===== src/rs485_hdt_pkg.sv =====
// Shared types and constants of the RS485 half-duplex transaction sequencer.
package rs485_hdt_pkg;

  localparam int unsigned MaxFrame   = 256;
  localparam int unsigned FlushLimit = 20;

  localparam int unsigned FrameW  = $clog2(MaxFrame + 1);
  localparam int unsigned FlushW  = $clog2(FlushLimit + 1);
  localparam int unsigned TurnW   = 16;
  localparam int unsigned TmoW    = 17;
  localparam int unsigned CfgW    = 17;
  localparam int unsigned SendExtra = 2;
  localparam int unsigned RecvExtra = 5;

  localparam logic [FrameW-1:0] MaxFrameVal = FrameW'(MaxFrame);
  localparam logic [FlushW-1:0] FlushLimitVal = FlushW'(FlushLimit);
  localparam logic [TmoW-1:0] EmptyMax = {TmoW{1'b1}};

  typedef enum logic [2:0] {
    PhIdle   = 3'd0,
    PhSend   = 3'd1,
    PhFinish = 3'd2,
    PhFlush  = 3'd3,
    PhRecv   = 3'd4,
    PhDone   = 3'd5
  } phase_e;

  typedef enum logic [1:0] {
    ErrNone    = 2'd0,
    ErrTimeout = 2'd1,
    ErrOverrun = 2'd2
  } err_e;

  typedef enum logic {
    OpPoll  = 1'b0,
    OpStart = 1'b1
  } op_e;

  typedef enum logic {
    CfgTurnaround = 1'b0,
    CfgTimeout    = 1'b1
  } cfg_idx_e;

  typedef struct packed {
    op_e        op;
    logic [7:0] rx_byte;
    logic       rx_avail;
    logic       tx_idle;
    logic       tx_space;
    logic [7:0] recv_len;
    logic [7:0] send_len;
  } in_item_t;

  // Packed so that the first field lands in the highest bits.
  typedef struct packed {
    logic [7:0] store_byte;
    logic [7:0] store_index;
    logic       store_strobe;
    logic [7:0] write_index;
    logic       write_strobe;
    logic       drive_enable;
    err_e       error_code;
    phase_e     phase;
  } result_t;

  typedef struct packed {
    logic       we;
    cfg_idx_e   idx;
    logic [CfgW-1:0] wdata;
  } cfg_wr_t;

endpackage


===== src/rs485_half_duplex_transaction.sv =====
// Top level of the RS485 half-duplex master transaction sequencer.
//
//  channel  | dir | handshake                     | payload
//  s_axis   | in  | s_axis_tvalid/s_axis_tready   | tdata 32b status beat, tuser op
//  m_axis   | out | m_axis_tvalid/m_axis_tready   | tdata 32b result beat
//  cfg      | in  | cfg_we_i (no wait)            | cfg_idx_i, cfg_wdata_i
//
// One result beat per input beat; a beat is accepted every cycle when the sink
// keeps up. A beat passes through the input register, then the sequencer
// logic into the result register. Reset restores idle phase, no error,
// turnaround 1 and timeout 100. A stalled result holds the pipeline and the
// input register then holds one more beat before s_axis_tready drops.
module rs485_half_duplex_transaction (
  input  logic        clk_i,
  input  logic        rst_ni,
  input  logic        s_axis_tvalid,
  output logic        s_axis_tready,
  // send_len[7:0], recv_len[15:8], tx_space[16], tx_idle[17], rx_avail[18],
  // rx_byte[26:19], zero fill [31:27]
  input  logic [31:0] s_axis_tdata,
  // op (0 poll, 1 start)
  input  logic        s_axis_tuser,
  output logic        m_axis_tvalid,
  input  logic        m_axis_tready,
  // phase[2:0], error_code[4:3], drive_enable[5], write_strobe[6],
  // write_index[14:7], store_strobe[15], store_index[23:16], store_byte[31:24]
  output logic [31:0] m_axis_tdata,
  input  logic        cfg_we_i,
  input  logic        cfg_idx_i,
  input  logic [rs485_hdt_pkg::CfgW-1:0] cfg_wdata_i
);

  rs485_hdt_pkg::in_item_t in_item, core_item;
  rs485_hdt_pkg::result_t  core_res, out_res;
  rs485_hdt_pkg::cfg_wr_t  cfg_wr;
  logic                    in_valid, out_free, step;

  assign in_item.op       = rs485_hdt_pkg::op_e'(s_axis_tuser);
  assign in_item.send_len = s_axis_tdata[7:0];
  assign in_item.recv_len = s_axis_tdata[15:8];
  assign in_item.tx_space = s_axis_tdata[16];
  assign in_item.tx_idle  = s_axis_tdata[17];
  assign in_item.rx_avail = s_axis_tdata[18];
  assign in_item.rx_byte  = s_axis_tdata[26:19];

  assign cfg_wr.we    = cfg_we_i;
  assign cfg_wr.idx   = rs485_hdt_pkg::cfg_idx_e'(cfg_idx_i);
  assign cfg_wr.wdata = cfg_wdata_i;

  // Advance when a beat is held and the result register can take it.
  assign step = in_valid && out_free;

  rs485_hdt_in_stage u_in (
    .clk_i   (clk_i),
    .rst_ni  (rst_ni),
    .valid_i (s_axis_tvalid),
    .ready_o (s_axis_tready),
    .item_i  (in_item),
    .valid_o (in_valid),
    .take_i  (step),
    .item_o  (core_item)
  );

  rs485_hdt_core u_core (
    .clk_i  (clk_i),
    .rst_ni (rst_ni),
    .cfg_i  (cfg_wr),
    .step_i (step),
    .item_i (core_item),
    .res_o  (core_res)
  );

  rs485_hdt_out_stage u_out (
    .clk_i   (clk_i),
    .rst_ni  (rst_ni),
    .load_i  (step),
    .res_i   (core_res),
    .free_o  (out_free),
    .valid_o (m_axis_tvalid),
    .ready_i (m_axis_tready),
    .res_o   (out_res)
  );

  assign m_axis_tdata = out_res;

endmodule


===== src/rs485_hdt_in_stage.sv =====
// Input register: captures one beat and holds it until the sequencer takes it.
module rs485_hdt_in_stage (
  input  logic                    clk_i,
  input  logic                    rst_ni,
  input  logic                    valid_i,
  output logic                    ready_o,
  input  rs485_hdt_pkg::in_item_t item_i,
  output logic                    valid_o,
  input  logic                    take_i,
  output rs485_hdt_pkg::in_item_t item_o
);

  logic                    valid_q, valid_d;
  rs485_hdt_pkg::in_item_t item_q;

  assign ready_o = !valid_q || take_i;
  assign valid_d = (valid_i && ready_o) || (valid_q && !take_i);

  always_ff @(posedge clk_i or negedge rst_ni) begin
    if (!rst_ni) begin
      valid_q <= 1'b0;
    end else begin
      valid_q <= valid_d;
    end
  end

  always_ff @(posedge clk_i) begin
    if (valid_i && ready_o) begin
      item_q <= item_i;
    end
  end

  assign valid_o = valid_q;
  assign item_o  = item_q;

endmodule


===== src/rs485_hdt_core.sv =====
// Transaction state, configuration registers and the per-beat next-state logic.
module rs485_hdt_core (
  input  logic                    clk_i,
  input  logic                    rst_ni,
  input  rs485_hdt_pkg::cfg_wr_t  cfg_i,
  input  logic                    step_i,
  input  rs485_hdt_pkg::in_item_t item_i,
  output rs485_hdt_pkg::result_t  res_o
);

  localparam int unsigned FW = rs485_hdt_pkg::FrameW;
  localparam int unsigned LW = rs485_hdt_pkg::FlushW;
  localparam int unsigned TW = rs485_hdt_pkg::TurnW;
  localparam int unsigned OW = rs485_hdt_pkg::TmoW;

  logic [TW-1:0] turn_q;
  logic [OW-1:0] tmo_q;

  rs485_hdt_pkg::phase_e phase_q, phase_d;
  rs485_hdt_pkg::err_e   err_q, err_d;
  logic [FW-1:0] send_pos_q, send_pos_d;
  logic [FW-1:0] send_tot_q, send_tot_d;
  logic [FW-1:0] recv_cnt_q, recv_cnt_d;
  logic [FW-1:0] recv_tot_q, recv_tot_d;
  logic [TW-1:0] wait_q, wait_d;
  logic          wait_ld_q, wait_ld_d;
  logic [OW-1:0] empty_q, empty_d;
  logic [LW-1:0] flush_q, flush_d;

  logic [FW-1:0] send_sum, recv_sum;
  logic [TW-1:0] wait_v;
  logic [OW-1:0] empty_inc;
  logic [LW-1:0] flush_inc;
  logic [FW-1:0] recv_inc;

  always_ff @(posedge clk_i or negedge rst_ni) begin
    if (!rst_ni) begin
      turn_q <= TW'(1);
      tmo_q  <= OW'(100);
    end else if (cfg_i.we) begin
      case (cfg_i.idx)
        rs485_hdt_pkg::CfgTurnaround: turn_q <= cfg_i.wdata[TW-1:0];
        rs485_hdt_pkg::CfgTimeout:    tmo_q  <= cfg_i.wdata[OW-1:0];
        default: ;
      endcase
    end
  end

  always_ff @(posedge clk_i or negedge rst_ni) begin
    if (!rst_ni) begin
      phase_q    <= rs485_hdt_pkg::PhIdle;
      err_q      <= rs485_hdt_pkg::ErrNone;
      send_pos_q <= '0;
      send_tot_q <= '0;
      recv_cnt_q <= '0;
      recv_tot_q <= '0;
      wait_q     <= '0;
      wait_ld_q  <= 1'b0;
      empty_q    <= '0;
      flush_q    <= '0;
    end else if (step_i) begin
      phase_q    <= phase_d;
      err_q      <= err_d;
      send_pos_q <= send_pos_d;
      send_tot_q <= send_tot_d;
      recv_cnt_q <= recv_cnt_d;
      recv_tot_q <= recv_tot_d;
      wait_q     <= wait_d;
      wait_ld_q  <= wait_ld_d;
      empty_q    <= empty_d;
      flush_q    <= flush_d;
    end
  end

  // Lengths are at most 255, so the sums fit FW bits before the clamp.
  assign send_sum  = FW'(item_i.send_len) + FW'(rs485_hdt_pkg::SendExtra);
  assign recv_sum  = FW'(item_i.recv_len) + FW'(rs485_hdt_pkg::RecvExtra);
  assign wait_v    = wait_ld_q ? wait_q : turn_q;
  assign empty_inc = (empty_q == rs485_hdt_pkg::EmptyMax) ? empty_q : empty_q + OW'(1);
  assign flush_inc = flush_q + LW'(1);
  assign recv_inc  = recv_cnt_q + FW'(1);

  always_comb begin
    phase_d    = phase_q;
    err_d      = err_q;
    send_pos_d = send_pos_q;
    send_tot_d = send_tot_q;
    recv_cnt_d = recv_cnt_q;
    recv_tot_d = recv_tot_q;
    wait_d     = wait_q;
    wait_ld_d  = wait_ld_q;
    empty_d    = empty_q;
    flush_d    = flush_q;
    res_o      = '0;

    if (item_i.op == rs485_hdt_pkg::OpStart) begin
      send_tot_d = (send_sum > rs485_hdt_pkg::MaxFrameVal) ?
                   rs485_hdt_pkg::MaxFrameVal : send_sum;
      recv_tot_d = (recv_sum > rs485_hdt_pkg::MaxFrameVal) ?
                   rs485_hdt_pkg::MaxFrameVal : recv_sum;
      send_pos_d = '0;
      recv_cnt_d = '0;
      wait_ld_d  = 1'b0;
      wait_d     = '0;
      empty_d    = '0;
      flush_d    = '0;
      err_d      = rs485_hdt_pkg::ErrNone;
      phase_d    = rs485_hdt_pkg::PhSend;
    end else begin
      case (phase_q)
        rs485_hdt_pkg::PhSend: begin
          if (item_i.tx_space) begin
            if (send_pos_q < send_tot_q) begin
              res_o.write_strobe = 1'b1;
              res_o.write_index  = send_pos_q[7:0];
              send_pos_d         = send_pos_q + FW'(1);
              wait_ld_d          = 1'b0;
            end else begin
              phase_d = rs485_hdt_pkg::PhFinish;
            end
          end
        end
        rs485_hdt_pkg::PhFinish: begin
          if (item_i.tx_idle) begin
            wait_ld_d = 1'b1;
            if (wait_v == '0) begin
              wait_d     = '0;
              recv_cnt_d = '0;
              empty_d    = '0;
              flush_d    = '0;
              phase_d    = rs485_hdt_pkg::PhFlush;
            end else begin
              wait_d = wait_v - TW'(1);
            end
          end
        end
        rs485_hdt_pkg::PhFlush: begin
          if (item_i.rx_avail) begin
            flush_d = flush_inc;
            if (flush_inc >= rs485_hdt_pkg::FlushLimitVal) begin
              err_d   = rs485_hdt_pkg::ErrOverrun;
              phase_d = rs485_hdt_pkg::PhRecv;
            end
          end else begin
            phase_d = rs485_hdt_pkg::PhRecv;
          end
        end
        rs485_hdt_pkg::PhRecv: begin
          if (item_i.rx_avail) begin
            empty_d            = '0;
            res_o.store_strobe = 1'b1;
            res_o.store_index  = recv_cnt_q[7:0];
            res_o.store_byte   = item_i.rx_byte;
            recv_cnt_d         = recv_inc;
            if (recv_inc >= recv_tot_q) begin
              phase_d = rs485_hdt_pkg::PhDone;
            end
          end else begin
            empty_d = empty_inc;
            if (empty_inc >= tmo_q) begin
              err_d   = rs485_hdt_pkg::ErrTimeout;
              phase_d = rs485_hdt_pkg::PhDone;
            end
          end
        end
        default: ;
      endcase
    end

    res_o.phase        = phase_d;
    res_o.error_code   = err_d;
    res_o.drive_enable = (phase_d == rs485_hdt_pkg::PhSend) ||
                         (phase_d == rs485_hdt_pkg::PhFinish);
  end

endmodule


===== src/rs485_hdt_out_stage.sv =====
// Result register: holds one result beat until the sink takes it.
module rs485_hdt_out_stage (
  input  logic                   clk_i,
  input  logic                   rst_ni,
  input  logic                   load_i,
  input  rs485_hdt_pkg::result_t res_i,
  output logic                   free_o,
  output logic                   valid_o,
  input  logic                   ready_i,
  output rs485_hdt_pkg::result_t res_o
);

  logic                   valid_q, valid_d;
  rs485_hdt_pkg::result_t res_q;

  assign free_o  = !valid_q || ready_i;
  assign valid_d = load_i || (valid_q && !ready_i);

  always_ff @(posedge clk_i or negedge rst_ni) begin
    if (!rst_ni) begin
      valid_q <= 1'b0;
    end else begin
      valid_q <= valid_d;
    end
  end

  always_ff @(posedge clk_i) begin
    if (load_i) begin
      res_q <= res_i;
    end
  end

  assign valid_o = valid_q;
  assign res_o   = res_q;

endmodule


===== config.mk =====
export PLATFORM = sky130hd
export DESIGN_NAME = rs485_half_duplex_transaction
export DESIGN_NICKNAME = d
export VERILOG_FILES = /design/src/rs485_hdt_pkg.sv /design/src/rs485_half_duplex_transaction.sv /design/src/rs485_hdt_in_stage.sv /design/src/rs485_hdt_core.sv /design/src/rs485_hdt_out_stage.sv
export SDC_FILE = /design/constraint.sdc
export NUM_CORES = 1
export LEC_CHECK = 0
export BUFFER_PORTS_ARGS = -buffer_cell sky130_fd_sc_hd__buf_4
export CORE_MARGIN = 3
export CORE_UTILIZATION = 23
export DETAILED_ROUTE_END_ITERATION = 16
export REMOVE_ABC_BUFFERS = 1
export SYNTH_ARGS = -nofsm -noshare
export SYNTH_HDL_FRONTEND = slang
export SYNTH_SLANG_ARGS = --single-unit

===== constraint.sdc =====
create_clock -name clk_i -period 3.3 [get_ports clk_i]
set_clock_uncertainty 0.05 [all_clocks]
set_input_delay 0.825 -clock clk_i [delete_from_list [all_inputs] [get_ports clk_i]]
set_output_delay 0.825 -clock clk_i [all_outputs]
set_load 0.03 [all_outputs]

==> results.md <==
* Status: finished clean
* Vias post-DR at around 6600
* Worst path cell trace: ha_2 > nand2_4 > nor3_2 > buf_4 > nor2_4 > buf_4 > xor2_1 > ha_1 > a21oi_1 > o21a_1 > o221ai_1 > o2bb2ai_1 > buf_4 > nor3_4 > o21ai_2 > o221a_2
* Setup ws final at roughly 0.1 ns
* Routed length on met2 at roughly 9500 microns
* Synth Instances at about 820
* Post-synthesis register bit count at roughly 180
* Max-Cap Viols at 0
* Setup Crit Path Kind: reg -> reg
* Wire length on met1 at slightly above 10000 microns
* Port-buffer cells at 84
* RR Endpoint: u_out.res_o[5]$_DFFE_PP_
* Final critical-path share of the clock period at 96.9%
* DRT antenna net count at 0
* Initial core utilization at 23.6%
* CP Max Fanout at 5
* Vias in the first global route at 6327
* CP startpoint: u_core.empty_q[0]$_DFFE_PN0P_
* Actual slew at the worst max-slew pin at 0.891 ns
* Yosys Warn Count at 0
* Post-place setup slack at -0.158 ns
* Final GP Congestion at about 0.77
* Final slew viol count at 0
* Post-layout min period at around 3.2 ns
* Final layout net count at between 1000 and 1500
* GRT Total Usage at 10.1%
* # setup viols final at 0
* Area leader, netlist: dfrtp_1
* GRT overflow at 0
* CTS Buf Count at 17
* Seq/Total Area, Yosys at around 52%
* Clk_lat worst skew at ~0.44 ns
* Synthesized area per cell at approximately 11 sq um
* Layout fillers at 3911
* Iteration count of the initial detailed-routing pass at 4
* Post-synthesis cell type count at 69
* Pwr per Cell Area at 482 mW/mm^2
* Data arrival, critical path at roughly 3.3 ns
* Diodes inserted at 0
* EDFF count, synth at 60
* Placed wire-length estimate at 15300 microns
* Max layer used: met4
* Area of the core at 0.0381 sq mm
* Largest stage delay, worst path at 0.39 ns
* Placed Area at 0.0106 sq mm
* Die footprint at between 0.04 and 0.05 sq mm
* H-tree levels at 4
* Worst Path Required at 3.44 ns
* Placed insts at around 1400
* DRC at 0
* Ys async rst share at ~66%
* DRT iter0 DRCs at between 300 and 400
* Wire length on met3 at between 800 and 900 microns
* Share of layout cells above drive strength 1 at 25.3%
* Worst-path clk slew at ~0.070 ns
* WL per Instance at roughly 14 microns
* Height of the die at 204 microns
* Critical-path top delay cell: dfrtp_1
* Post-synth top area share at ~31%
* HP Class: in -> async
* Row count at 71
* CTS Buffer Depth at 2
* Synth cell count leaders: dfrtp_1 (111), nand2_1 (68), o21ai_0 (61)
* Peak VDD IR at around 0.33 mV
* DR vias/cell at ~4.4
* Fmax at 313 MHz
* Leakage power at just under 5 nW
* Worst Setup EP: u_out.res_o[5]$_DFFE_PP_
* Final Hold Fails at 0
* Initial antenna violation count at 0
* Top FF cell, synth: dfrtp_1
* CP endpoint kind: flop
* Largest cells by area after synthesis: dfrtp_1 (31%), edfxtp_1 (20%), ha_1 (5.8%), mux2_2 (4.2%), o21ai_0 (3.4%)
* CP most frequent cell: buf_4
* Register-to-register setup slack at around 0.10 ns
* Post-Syn Area at 0.00901 sq mm
* Fin cells at around 1500
* R2R depth at 16
* Worst rel slew slack at 40.2%
* R2R Path Start: u_core.empty_q[0]$_DFFE_PN0P_
* CP Launch Type: flop
* Die X at slightly above 200 microns
* Top Ports at 90
* CTS root buffer: clkbuf_16
* First-pass GRT wire length at roughly 34000 microns
* Fin area at 0.0113 sq mm
* Power, Total at roughly 5.5 mW
* Pin count of the biggest net entering global routing at 40
* Total Wirelength at roughly 21000 microns
* Count leader, synth: dfrtp_1
* TritonCTS Sinks at 175
* Synth-to-layout area growth at 25.6%
* CTS tree: built
-- worst max-delay path, delay by kind of cell, from the launching register on --
kind | cells | cell delay [ns]
xor+xnor | 1 | 0.18
flops | 1 | 0.39
fa+ha+maj | 2 | 0.48
buf+inv | 3 | 0.46
compound gates | 6 | 0.91
simple gates | 4 | 0.48
-- stage by stage --
stage	setup TNS, ns	util (%)	hold slack, ns
floorplan	-2.10	-	0.392
global placement	-0.243	27.7	0.407
global route	-0.0458	29.7	0.288
detailed placement	-0.397	27.7	0.425
CTS	0	29.4	0.262
finish	0	29.7	0.266
-- what timing repair did --
item                                    4_1_cts  5_1_grt
gates resized for setup                       3       16
hold endpoints to repair                      0        0
pin swaps                                     0       12
setup buffers                                 1        4
hold buffers                                  0        0
endpoints found under the setup margin        7        7
-- report_power, final --
group | total (mW) | switching, mW | internal, mW
Sequential | 2.56 | 0.124 | 2.44
Clock | 2.15 | 0.929 | 1.22
Combinational | 0.740 | 0.419 | 0.322
Total | 5.45 | 1.47 | 3.98
-- registers in the layout, summed over array words and instances, names as in the netlist --
register	cells
u_core.recv_cnt_q	9
u_core.empty_q	17
u_core.flush_q	5
u_core.recv_tot_q	9
u_core.err_q	2
u_in.item_o	28
u_in.valid_o	1
u_core.send_tot_q	9
u_core.send_pos_q	9
u_core.phase_q	3
u_out.valid_o	1
u_core.wait_ld_q	1
u_core.wait_q	16
u_out.res_o	32
u_core.turn_q	16
u_core.tmo_q	17
-- worst min path at each step --
stage	to	cells past startpoint
6_report	u_core.wait_q[9]$_DFFE_PN0P_	1
5_1_grt	u_core.turn_q[7]$_DFFE_PN0P_	1
4_1_cts	u_core.turn_q[7]$_DFFE_PN0P_	1
3_5_place_dp	u_core.send_tot_q[1]$_DFFE_PN0P_	2
3_3_place_gp	u_core.send_tot_q[0]$_DFFE_PN0P_	2
2_1_floorplan	u_core.send_tot_q[0]$_DFFE_PN0P_	2
-- layout make-up --
type | count | area (sq um) | area share [%]
Multi-Input combinational cell | 573 | 4110 | 36.3
Tap cell | 511 | 639 | 5.65
Clock buffer | 18 | 429 | 3.79
Timing Repair Buffer | 140 | 1080 | 9.54
Sequential cell | 175 | 4680 | 41.4
Clock inverter | 14 | 201 | 1.78
Inverter | 47 | 176 | 1.56
-- cells in the final DEF (no fill, tap or decap), types with 14 or more instances in the layout --
| cell type | netlist | routed |
|---|---|---|
| a21oi_1 | 33 | 33 |
| and2_1 | 27 | 27 |
| buf_4 | 1 | 137 |
| clkbuf_16 | 0 | 17 |
| dfrtp_1 | 111 | 111 |
| edfxtp_1 | 60 | 60 |
| ha_1 | 42 | 41 |
| inv_1 | 46 | 46 |
| mux2_2 | 34 | 34 |
| nand2_1 | 68 | 67 |
| nand3_1 | 21 | 20 |
| nor2_1 | 40 | 38 |
| nor3_1 | 16 | 14 |
| o21ai_0 | 61 | 60 |
| o31ai_1 | 14 | 14 |
| xnor2_1 | 26 | 24 |
| xor2_1 | 24 | 24 |
-- metal layers --
layer,track usage (%),up-vias
li1,-,3236
met1,14.2,3187
met2,16.0,116
met3,2.04,11
met4,2.58,0
met5,0,-
-- kinds of logic after synthesis --
logic type / count (synthesis) / share of synthesized area, %
buffers and inverters: 76 / 3.35
XOR/XNOR: 50 / 4.86
multiplexers: 46 / 5.58
adder cells (fa/ha/maj): 42 / 5.83
AO/OA/AOI/OAI: 179 / 13.1
AND/OR/NAND/NOR: 256 / 15.3
flip-flops: 175 / 52.0
No activity file was read; power rests on OpenSTA's default activity.
